### src/hdl/vdi_pkg.sv
// Shared constants and types for the vertex dedup indexer.
package vdi_pkg;
    localparam int unsigned TableDepth = 1024;
    localparam int unsigned FracBits   = 16;
    localparam int unsigned IdxW       = $clog2(TableDepth);
    localparam int unsigned CntW       = IdxW + 1;
    localparam int unsigned TolW       = 17;
    localparam int unsigned CfgW       = 17;
    localparam int unsigned CfgIdxW    = 1;

    localparam logic [CfgIdxW-1:0] REG_CAPACITY  = 1'd0;
    localparam logic [CfgIdxW-1:0] REG_TOLERANCE = 1'd1;

    localparam logic [1:0] OUT_MATCHED  = 2'd0;
    localparam logic [1:0] OUT_APPENDED = 2'd1;
    localparam logic [1:0] OUT_DROPPED  = 2'd2;

    typedef logic [31:0] t_word;

    // Controller to datapath commands.
    typedef struct packed {
        logic load;        // capture input transaction
        logic sq_step;     // accumulate one square (component index in sq_sel)
        logic [1:0] sq_sel;
        logic sqrt_init;
        logic sqrt_step;
        logic div_init;    // start divide of component div_sel
        logic div_step;
        logic [1:0] div_sel;
        logic div_store;   // write quotient back as normalized component
        logic rd_issue;    // issue read of entry r_scan
        logic scan_clr;
        logic cmp_chk;     // compare registered read data
        logic commit;      // form result, update counts, write if appending
    } t_cmd;

    typedef struct packed {
        logic scan_done;   // all stored entries issued
        logic found;
        logic sqrt_done;
        logic div_done;
    } t_sts;
endpackage

### src/hdl/vdi_ctrl.sv
// Sequencer: normalize, scan the table, then deliver one result.
module vdi_ctrl (
    input  logic           i_clk,
    input  logic           i_rst_n,
    input  logic           i_valid,
    output logic           o_stall,
    output logic           o_valid,
    input  logic           i_stall,
    input  vdi_pkg::t_sts  i_sts,
    output vdi_pkg::t_cmd  o_cmd
);
    import vdi_pkg::*;

    localparam logic [3:0] S_IDLE  = 4'd0;
    localparam logic [3:0] S_SQ    = 4'd1;
    localparam logic [3:0] S_SQRT  = 4'd2;
    localparam logic [3:0] S_DIVI  = 4'd3;
    localparam logic [3:0] S_DIV   = 4'd4;
    localparam logic [3:0] S_SCAN  = 4'd5;
    localparam logic [3:0] S_DRAIN = 4'd6;
    localparam logic [3:0] S_COMM  = 4'd7;
    localparam logic [3:0] S_OUT   = 4'd8;

    logic [3:0] r_state, n_state;
    logic [1:0] r_sel, n_sel;
    logic       r_chk, n_chk;

    always_ff @(posedge i_clk) begin
        if (!i_rst_n) begin
            r_state <= S_IDLE;
            r_sel   <= '0;
            r_chk   <= 1'b0;
        end else begin
            r_state <= n_state;
            r_sel   <= n_sel;
            r_chk   <= n_chk;
        end
    end

    always_comb begin
        n_state = r_state;
        n_sel   = r_sel;
        n_chk   = 1'b0;
        o_cmd   = '0;
        o_cmd.sq_sel  = r_sel;
        o_cmd.div_sel = r_sel;
        o_cmd.cmp_chk = r_chk;
        unique case (r_state)
            S_IDLE: begin
                if (i_valid) begin
                    o_cmd.load = 1'b1;
                    n_sel = '0;
                    n_state = S_SQ;
                end
            end
            S_SQ: begin
                o_cmd.sq_step = 1'b1;
                if (r_sel == 2'd2) begin
                    n_sel = '0;
                    n_state = S_SQRT;
                end else begin
                    n_sel = r_sel + 2'd1;
                end
            end
            S_SQRT: begin
                // wait, counting in r_sel, while the last square passes through r_mag and r_prod into the sum
                if (r_sel == 2'd2) begin
                    o_cmd.sqrt_init = 1'b1;
                    n_sel = 2'd3;
                end else if (r_sel == 2'd3) begin
                    if (i_sts.sqrt_done) begin
                        n_sel = '0;
                        n_state = S_DIVI;
                    end else begin
                        o_cmd.sqrt_step = 1'b1;
                    end
                end else begin
                    n_sel = r_sel + 2'd1;
                end
            end
            S_DIVI: begin
                o_cmd.div_init = 1'b1;
                n_state = S_DIV;
            end
            S_DIV: begin
                if (i_sts.div_done) begin
                    o_cmd.div_store = 1'b1;
                    if (r_sel == 2'd2) begin
                        o_cmd.scan_clr = 1'b1;
                        n_state = S_SCAN;
                    end else begin
                        n_sel = r_sel + 2'd1;
                        n_state = S_DIVI;
                    end
                end else begin
                    o_cmd.div_step = 1'b1;
                end
            end
            S_SCAN: begin
                // issue one read a cycle; stop on the first registered match
                if (r_chk && i_sts.found) begin
                    n_state = S_COMM;
                end else if (i_sts.scan_done) begin
                    n_state = S_DRAIN;
                end else begin
                    o_cmd.rd_issue = 1'b1;
                    n_chk = 1'b1;
                end
            end
            S_DRAIN: begin
                n_state = S_COMM;
            end
            S_COMM: begin
                o_cmd.commit = 1'b1;
                n_state = S_OUT;
            end
            S_OUT: begin
                if (!i_stall) begin
                    n_state = S_IDLE;
                end
            end
            default: n_state = S_IDLE;
        endcase
    end

    assign o_stall = (r_state != S_IDLE);
    assign o_valid = (r_state == S_OUT);
endmodule

### config.mk
export PLATFORM = sky130hd
export DESIGN_NAME = vdi_ctrl
export DESIGN_NICKNAME = d
export VERILOG_FILES = /design/src/hdl/vdi_pkg.sv /design/src/hdl/vdi_ctrl.sv
export SDC_FILE = /design/constraint.sdc
export NUM_CORES = 1
export LEC_CHECK = 0
export BUFFER_PORTS_ARGS = -buffer_cell sky130_fd_sc_hd__buf_4
export CORE_MARGIN = 1.5
export CORE_UTILIZATION = 48
export CTS_CLUSTER_DIAMETER = 100
export CTS_CLUSTER_SIZE = 28
export DETAILED_ROUTE_END_ITERATION = 10
export GPL_TIMING_DRIVEN = 0
export PLACE_DENSITY = 0.78
export SYNTH_ARGS = -nofsm -noshare
export SYNTH_HDL_FRONTEND = slang
export SYNTH_SLANG_ARGS = --single-unit
### constraint.sdc
create_clock -name i_clk -period 1.7 [get_ports i_clk]
set_input_delay 0.255 -clock i_clk [delete_from_list [all_inputs] [get_ports i_clk]]
set_output_delay 0.255 -clock i_clk [all_outputs]
set_load 0.05 [all_outputs]
# Word level (Yosys, flattened, before mapping)
# Index checks and enable logic that the tools add are counted.
# W data, S select, Z words.
dict set report totals {
  output_inout_bits 17
  input_bits 8
  ff_bits 7
}
dict set report classes {
  n_reduce_logical 6
  add_sub_neg 1
  muxes 38
  eq_ne 20
}
# cell count
set op_table {}
lappend op_table {{$mux W4} 9}
lappend op_table {{$pmux W4 S9} 1}
lappend op_table {{$mux W1} 18}
lappend op_table {{$eq A4 B3 Y1 const B} 4}
lappend op_table {{$mux W2} 8}
lappend op_table {{$ne A2 B2 Y1 const B} 8}
lappend op_table {{$eq A4 B2 Y1 const B} 2}
lappend op_table {{$pmux W2 S4} 1}
lappend op_table {{$reduce_and A8 Y1} 1}
lappend op_table {{$reduce_bool A4 Y1} 2}
lappend op_table {{$reduce_and A5 Y1} 1}
lappend op_table {{$eq A2 B2 Y1 const B} 2}
lappend op_table {{$eq A4 B1 Y1 const B} 1}
lappend op_table {{$eq A4 B4 Y1 const B} 1}
lappend op_table {{$logic_not A4 Y1} 1}
lappend op_table {{$ne A4 B4 Y1 const B} 1}
lappend op_table {{$mux W3} 1}
lappend op_table {{$ne A3 B3 Y1 const B} 1}
lappend op_table {{$add A2 B1 Y2 const B} 1}
lappend op_table {{$logic_and A1 B1 Y1} 1}

# Depth between registers and ports, before layout
# Gate-level depths: netlist of the first run.
dict set report logic_depth {
  depth_word 4
  mapped_depth 6
  depth_no_buf 6
}

# Worst setup path before layout of the first run
# No wires, ideal clock.
dict set report synth_timing {
  path_kind {register to output}
  start {register r_state[1]}
  end {output port o_valid}
  path_stages_with_launch 5
  arrival_time_ns 1.784
  slack_ns -0.339
  n_path_buf 2
  path_cell_list {dfxtp_1 buf_2 buf_2 nand2b_1 nor3_1}
}
dict set report synth_via {
  elab_chain_len 1
}
# element line
set synth_lines {}
lappend synth_lines {{start: declaration} vdi_ctrl.sv:24} ;# logic [3:0] r_state, n_state;
lappend synth_lines {{start signal: assignment} vdi_ctrl.sv:34} ;# r_state <= n_state;
lappend synth_lines {{$eq A4 B4 Y1} vdi_ctrl.sv:127} ;# assign o_valid = (r_state == S_OUT);
lappend synth_lines {{end: declaration} vdi_ctrl.sv:7} ;# output logic o_valid,
# No other way between the ends.

==> run metrics, run 1 <==
DRC 0; Buffers on Ports 24; M3 GR Usage 0.0435; Worst setup SP type register; total CTS buffers 3; starting density of the core 0.531; area share of and/or/nand/nor cells after synthesis 0.387; post-synthesis cell count 94; Final Cell Area roughly 0.0011 mm2; Antenna Nets Post-Route 0; Reg-to-Reg Start r_sel[0]; area grow syn2layout 50.9%; Final Hold Fails 0; Sw Share 0.494; largest net degree at the start of global routing 11; hold_sp i_rst_n; CP Cell Sequence buf_6 > nor3_4 > and3_4 > and2_4 > buf_8; drt first pass iters 4; CTS Sinks 7; Final HPWL DP between 1000 and 1500 um; Main synth FF type dfxtp_1; Hold Crit Depth 2; Comb pwr share 0.703; mux share of post-synthesis cell area 0.0565; WL per Instance around 13 um; async set-reset flop share out of synthesis 0; Finish-stage setup viols 1; VDD IR max 0.888 mV; R2R depth 6; Tcrit/Tclk final 1.00; Top Usage Layer GRT met2; first-pass GRT wire length between 3000 and 4000 um; worst slew pin tran 356 ps; Max stage delay on crit path roughly 340 ps; most frequent cells in the layout 32 x buf_4, 10 x nand2_1, 6 x nor2_1, 6 x ha_1; Cell Area, Synth between 700 and 800 um2; number of flops mapped to enable cells by yosys 0; # IOs 25; Clock Power Share 0.115; met1 usage 0.282; Compound-Gate Fraction of Synth Area 0.138; dpl cell area 927 um2; violated checks negative setup slack; initial antenna violation count 0; worst endpoint required time 1440 ps; hold path endpoint r_state[3]; PwrDens 1210 mW/mm2; layout cells sized above 1 0.452; Die ar. 0.00171 mm2; Pint 657 uW; CTS Root Cell clkbuf_4; register area share after synthesis 0.198; GPL Wtd Cong 0.809; die width between 40 and 50 um; kind of critical path reg2out; Worst-path clk slew around 50 ps; RSZ-0062 raised after global routing yes; met2 Usage GRT 0.416; Top delay family on crit path simple AND/OR/NAND/NOR gates; vias in the first global route 730; Psw ~640 uW; Crit path buffers/inverters 2; Worst EP arrival between 1000 and 1500 ps; Tot GR Track Use 0.237; H-Tree Depth 1; via count between 700 and 800; Vias/cell between 5 and 6; CTS Hold Buffers Added 0; Max-slew headroom 0.762; Hold WC Path Type in2reg; row count 13; Static Leakage roughly 0.49 nW; status finished with violations; drt total wl about 1900 um; PnR worst setup slack -3.23 ps; Antenna diodes 0; crit end category primary output; global route overflow 0; Yosys cell types 34; commonest non-fill, non-tap cell in the layout buf_4; worst skew pair latency between 200 and 300 ps; flops & latches, synth 7; largest family of logic cells by synthesized area simple AND/OR/NAND/NOR gates; first-iteration detailed-routing DRC count 16; total of max-cap violations 0; post-synthesis xor/xnor area fraction 0; Seq pwr share 0.182; Clock Path Buffers 2; post-synthesis adder-cell area fraction 0.106; NumNets Final approximately 140; synthesized net count 108; height of the die 41.4 um; syn_area_per_cell roughly 7.5 um2; slowest library cell on the worst path dfxtp_4; synth warn 0; CTS tree yes; worst reg2reg setup slack approximately 110 ps; Crit Path Max Fanout 10; Tmin final between 1500 and 2000 ps; Max Clock Freq 0.587 GHz; final slew viol count 0; worst hold margin 259 ps; core area 0.00133 mm2; skew final roughly 2.1 ps; Reg-to-Reg End r_sel[0]
[power groups by stage]
| stage | Clock [mW] | Combinational (mW) | Sequential, mW |
|---|---|---|---|
| 2_1_floorplan | 0 | 0.554 | 0.274 |
| 3_3_place_gp | 0 | 0.761 | 0.244 |
| 3_5_place_dp | 0 | 0.771 | 0.246 |
| 4_1_cts | 0.158 | 0.805 | 0.255 |
| 5_1_grt | 0.165 | 0.982 | 0.241 |
| 6_report | 0.150 | 0.912 | 0.236 |
[flip-flops by register name, summed over array words and instances, names as in the netlist]
name     count
r_chk        1
r_sel        2
r_state      4
[worst max path at each step]
stage,startpoint,slack [ps],depth (start not counted),end
after CTS,r_state[1],-10,5,o_cmd[2]
after global routing,r_state[0],-60,5,o_cmd[2]
final,r_state[0],-3,5,o_cmd[2]
after global placement,r_state[0],110,5,o_cmd[2]
after floorplan,r_sel[0],20,4,o_cmd[9]
after detailed placement,r_state[0],90,5,o_cmd[2]
[cell type report]
class                           count  area [um2]
Multi-Input combinational cell     72         544
Fill cell                         104         265
Timing Repair Buffer               28         229
Sequential cell                     7         149
Buffer                             10        82.6
Clock buffer                        4        26.3
Inverter                            5        18.8
Tap cell                           15        18.8
[per-layer routing]
| layer | part of all wire | vias to the layer above | wire (um) |
|---|---|---|---|
| met3 | 0.060 | 2 | 113 |
| met5 | 0 | - | 0 |
| met2 | 0.52 | 33 | 975 |
| met1 | 0.42 | 357 | 791 |
| met4 | 0.0042 | 0 | 8 |
| li1 | - | 396 | - |
[cell families after synthesis]
family / count (synthesis)
flip-flops: 7
multiplexers: 4
AO/OA/AOI/OAI: 14
buffers and inverters: 15
AND/OR/NAND/NOR: 48
adder cells (fa/ha/maj): 6
[synthesized netlist by cell type (3+ instances only)]
library cell  count  share of area
nand3_1           4          0.028
buf_4             5          0.053
nor3_1            5          0.035
nand3b_1          5          0.053
inv_1             4          0.021
nor2_1            7          0.037
and3_1            3          0.027
mux2i_1           4          0.057
ha_1              6           0.11
nand2_1          10          0.053
buf_2             5          0.035
dfxtp_1           7           0.20
o21ai_0           3          0.021
[repair_timing]
item,in CTS,in global routing
cloned,0,0
setup endpoints to repair,5,6
pin swaps,2,3
hold endpoints to repair,0,0
gates resized for setup,12,13
setup buffers,1,3
[through the flow]
step / power [mW] / TNS, ps / worst slack [ps] / std cells / util
final: 1.30 / -3.23 / -3.23 / 141 / 0.801
after global routing: 1.39 / -109 / -63.7 / 141 / 0.801
after CTS: 1.22 / -12.5 / -12.5 / 138 / 0.753
after detailed placement: 1.02 / 0 / 91.7 / 133 / 0.695
after global placement: 1.01 / 0 / 114 / 133 / 0.695
after floorplan: 0.828 / 0 / 15.1 / 94 / -
[worst reg2reg max path: cells and delay by family, from the launching register on]
family | cells | cell delay (ps)
simple gates | 3 | 580
flops | 1 | 360
fa+ha+maj | 1 | 260
mux | 1 | 190
buf+inv | 1 | 120
Power figures use the tool's default switching activity.
==> run 2, diff against run 1 <==
--- a/config.mk
+++ b/config.mk
@@ -7,12 +7,12 @@
 export LEC_CHECK = 0
 export BUFFER_PORTS_ARGS = -buffer_cell sky130_fd_sc_hd__buf_4
 export CORE_MARGIN = 1.5
-export CORE_UTILIZATION = 48
+export CORE_UTILIZATION = 45
 export CTS_CLUSTER_DIAMETER = 100
 export CTS_CLUSTER_SIZE = 28
 export DETAILED_ROUTE_END_ITERATION = 10
 export GPL_TIMING_DRIVEN = 0
-export PLACE_DENSITY = 0.78
+export PLACE_DENSITY = 0.74
 export SYNTH_ARGS = -nofsm -noshare
 export SYNTH_HDL_FRONTEND = slang
 export SYNTH_SLANG_ARGS = --single-unit
==> run 2 against run 1 <==
Effect of this change: the run now ends clean; worst setup slack better by 48 ps; die area grew 6.2%; largest cell class unchanged; via count grew 0.51%; first-iteration DRC count is the same; cell area down 1.2%; wire length decreased by 5.0%; sequential power increased by 15%; sequential share of layout area increased by 0.28 points; hold slack gained 12 ps; maximum frequency rose by 2.9%; critical path depth unchanged; cell count grew 0.71%.
==> run metrics, run 2 (synthesis results as in run 1) <==
skew final 7.83 ps; total of max-cap violations 0; area grow syn2layout 49.1%; Reg-to-Reg Start r_sel[0]; Crit Path Max Fanout 10; hold_sp i_rst_n; layout cells sized above 1 0.468; Top delay family on crit path simple AND/OR/NAND/NOR gates; total negative slack 0 ps; Final Cell Area 0.00106 mm2; CTS Root Cell clkbuf_4; Worst-path clk slew roughly 50 ps; Max stage delay on crit path between 300 and 400 ps; Buffers on Ports 24; Hold WC Path Type in2reg; register name with the most flops r_state; Final Hold Fails 0; VDD IR max about 0.74 mV; Tmin final approximately 1700 ps; Antenna Nets Post-Route 0; Place WS ~85 ps; first-pass GRT wire length ~2800 um; Layout fillers 130; Max Clock Freq just over 0.6 GHz; CP Cell Sequence buf_6 > nor3_4 > and3_4 > and2_2 > buf_8; global route overflow 0; crit end category primary output; NumNets Final 141; CTS Hold Buffers Added 0; Multi-input gate area 536 um2; FF+latch area about 150 um2; Worst EP arrival around 1400 ps; worst slew pin tran 367 ps; worst endpoint required time between 1000 and 1500 ps; PnR worst setup slack approximately 45 ps; hold path endpoint r_state[3]; Static Leakage 0.484 nW; first-iteration detailed-routing DRC count 16; starting density of the core 0.476; Tot GR Track Use 0.196; Vias/cell between 5 and 6; Final HPWL DP approximately 1300 um; number of flip-flops under the largest register name 4; Worst setup SP type register; Hold Crit Depth 2; WL per Instance 12.6 um; GPL Wtd Cong between 0.8 and 0.9; fin cells approximately 140; R2R depth 6; status finished clean; Clock Path Buffers 2; PwrDens 1200 mW/mm2; worst skew pair latency 250 ps; via count about 790; die width approximately 43 um; kind of critical path reg2out; total CTS buffers 3; H-Tree Depth 1; core area about 0.0015 mm2; CTS tree yes; initial antenna violation count 0; row count 14; Finish-stage setup viols 0; placed insts around 130; Crit path buffers/inverters 2; CTS Sinks 7; worst reg2reg setup slack between 150 and 200 ps; Tcrit/Tclk final 0.974; most frequent cells in the layout 32 x buf_4, 10 x nand2_1, 6 x nor2_1; drt total wl 1790 um; drt first pass iters 7; Max-slew headroom 0.755; Antenna diodes 0; # IOs 25; slowest library cell on the worst path dfxtp_4; dpl cell area ~930 um2; commonest non-fill, non-tap cell in the layout buf_4; final slew viol count 0; biggest regs r_state (4), r_sel (2), r_chk (1); height of the die between 40 and 50 um; Die ar. ~0.0018 mm2; vias in the first global route 658; Reg-to-Reg End r_state[2]; largest net degree at the start of global routing 11; DRC 0
==> run 2: cell counts in the layout (fill, tap and decap cells not counted) <==
Identical to the previous run, type by type.
==> run 2: final cells by class <==
cell class,instances,area share
clock buffers,4,0.0249
repair buffers,29,0.217
flip-flops and latches,7,0.142
multi-input cells,72,0.507
plain buffers,9,0.0723
inverters,5,0.0178
well taps,16,0.0190
==> run 2: power by group <==
group          total [mW]  internal [mW]  switching [mW]
Combinational       0.843          0.336           0.507
Clock               0.152         0.0896          0.0626
Sequential          0.272          0.209          0.0637
==> run 2: metal layers <==
metal  up-vias  track usage  wire length [um]
li1        397            -                 -
met1       364        0.276               799
met2        29        0.309               874
met3         2       0.0128               107
met4         0       0.0750                12
met5         -            0                 0
==> run 2: stage by stage <==
stage	util	hold WS, ps	total power [mW]
after floorplan	-	373	0.828
after global placement	0.624	501	1.01
after detailed placement	0.624	515	1.02
after CTS	0.664	274	1.22
after global routing	0.709	279	1.35
final	0.709	271	1.27
==> run 2: repair_timing <==
item                                    4_1_cts  5_1_grt
pin swaps                                     3        2
gates resized for setup                       9       12
endpoints found under the setup margin        4        7
buffers inserted                              0        5
==> run 2: worst max path at each step <==
stage,slack (ps),to,start,cells past startpoint
after global placement,110,o_cmd[2],r_state[0],5
after floorplan,20,o_cmd[9],r_sel[0],4
after global routing,-7,o_cmd[2],r_state[0],5
after detailed placement,80,r_sel[1],r_sel[0],6
final,40,o_cmd[2],r_state[0],5
after CTS,-5,o_cmd[3],r_state[3],6
==> run 2: worst reg2reg max path: cells and delay by family (launching register included) <==
family	cells	cell delay (ps)
adder cells (fa/ha/maj)	1	240
buffers and inverters	1	130
flip-flops	1	360
multiplexers	1	140
AND/OR/NAND/NOR	3	600
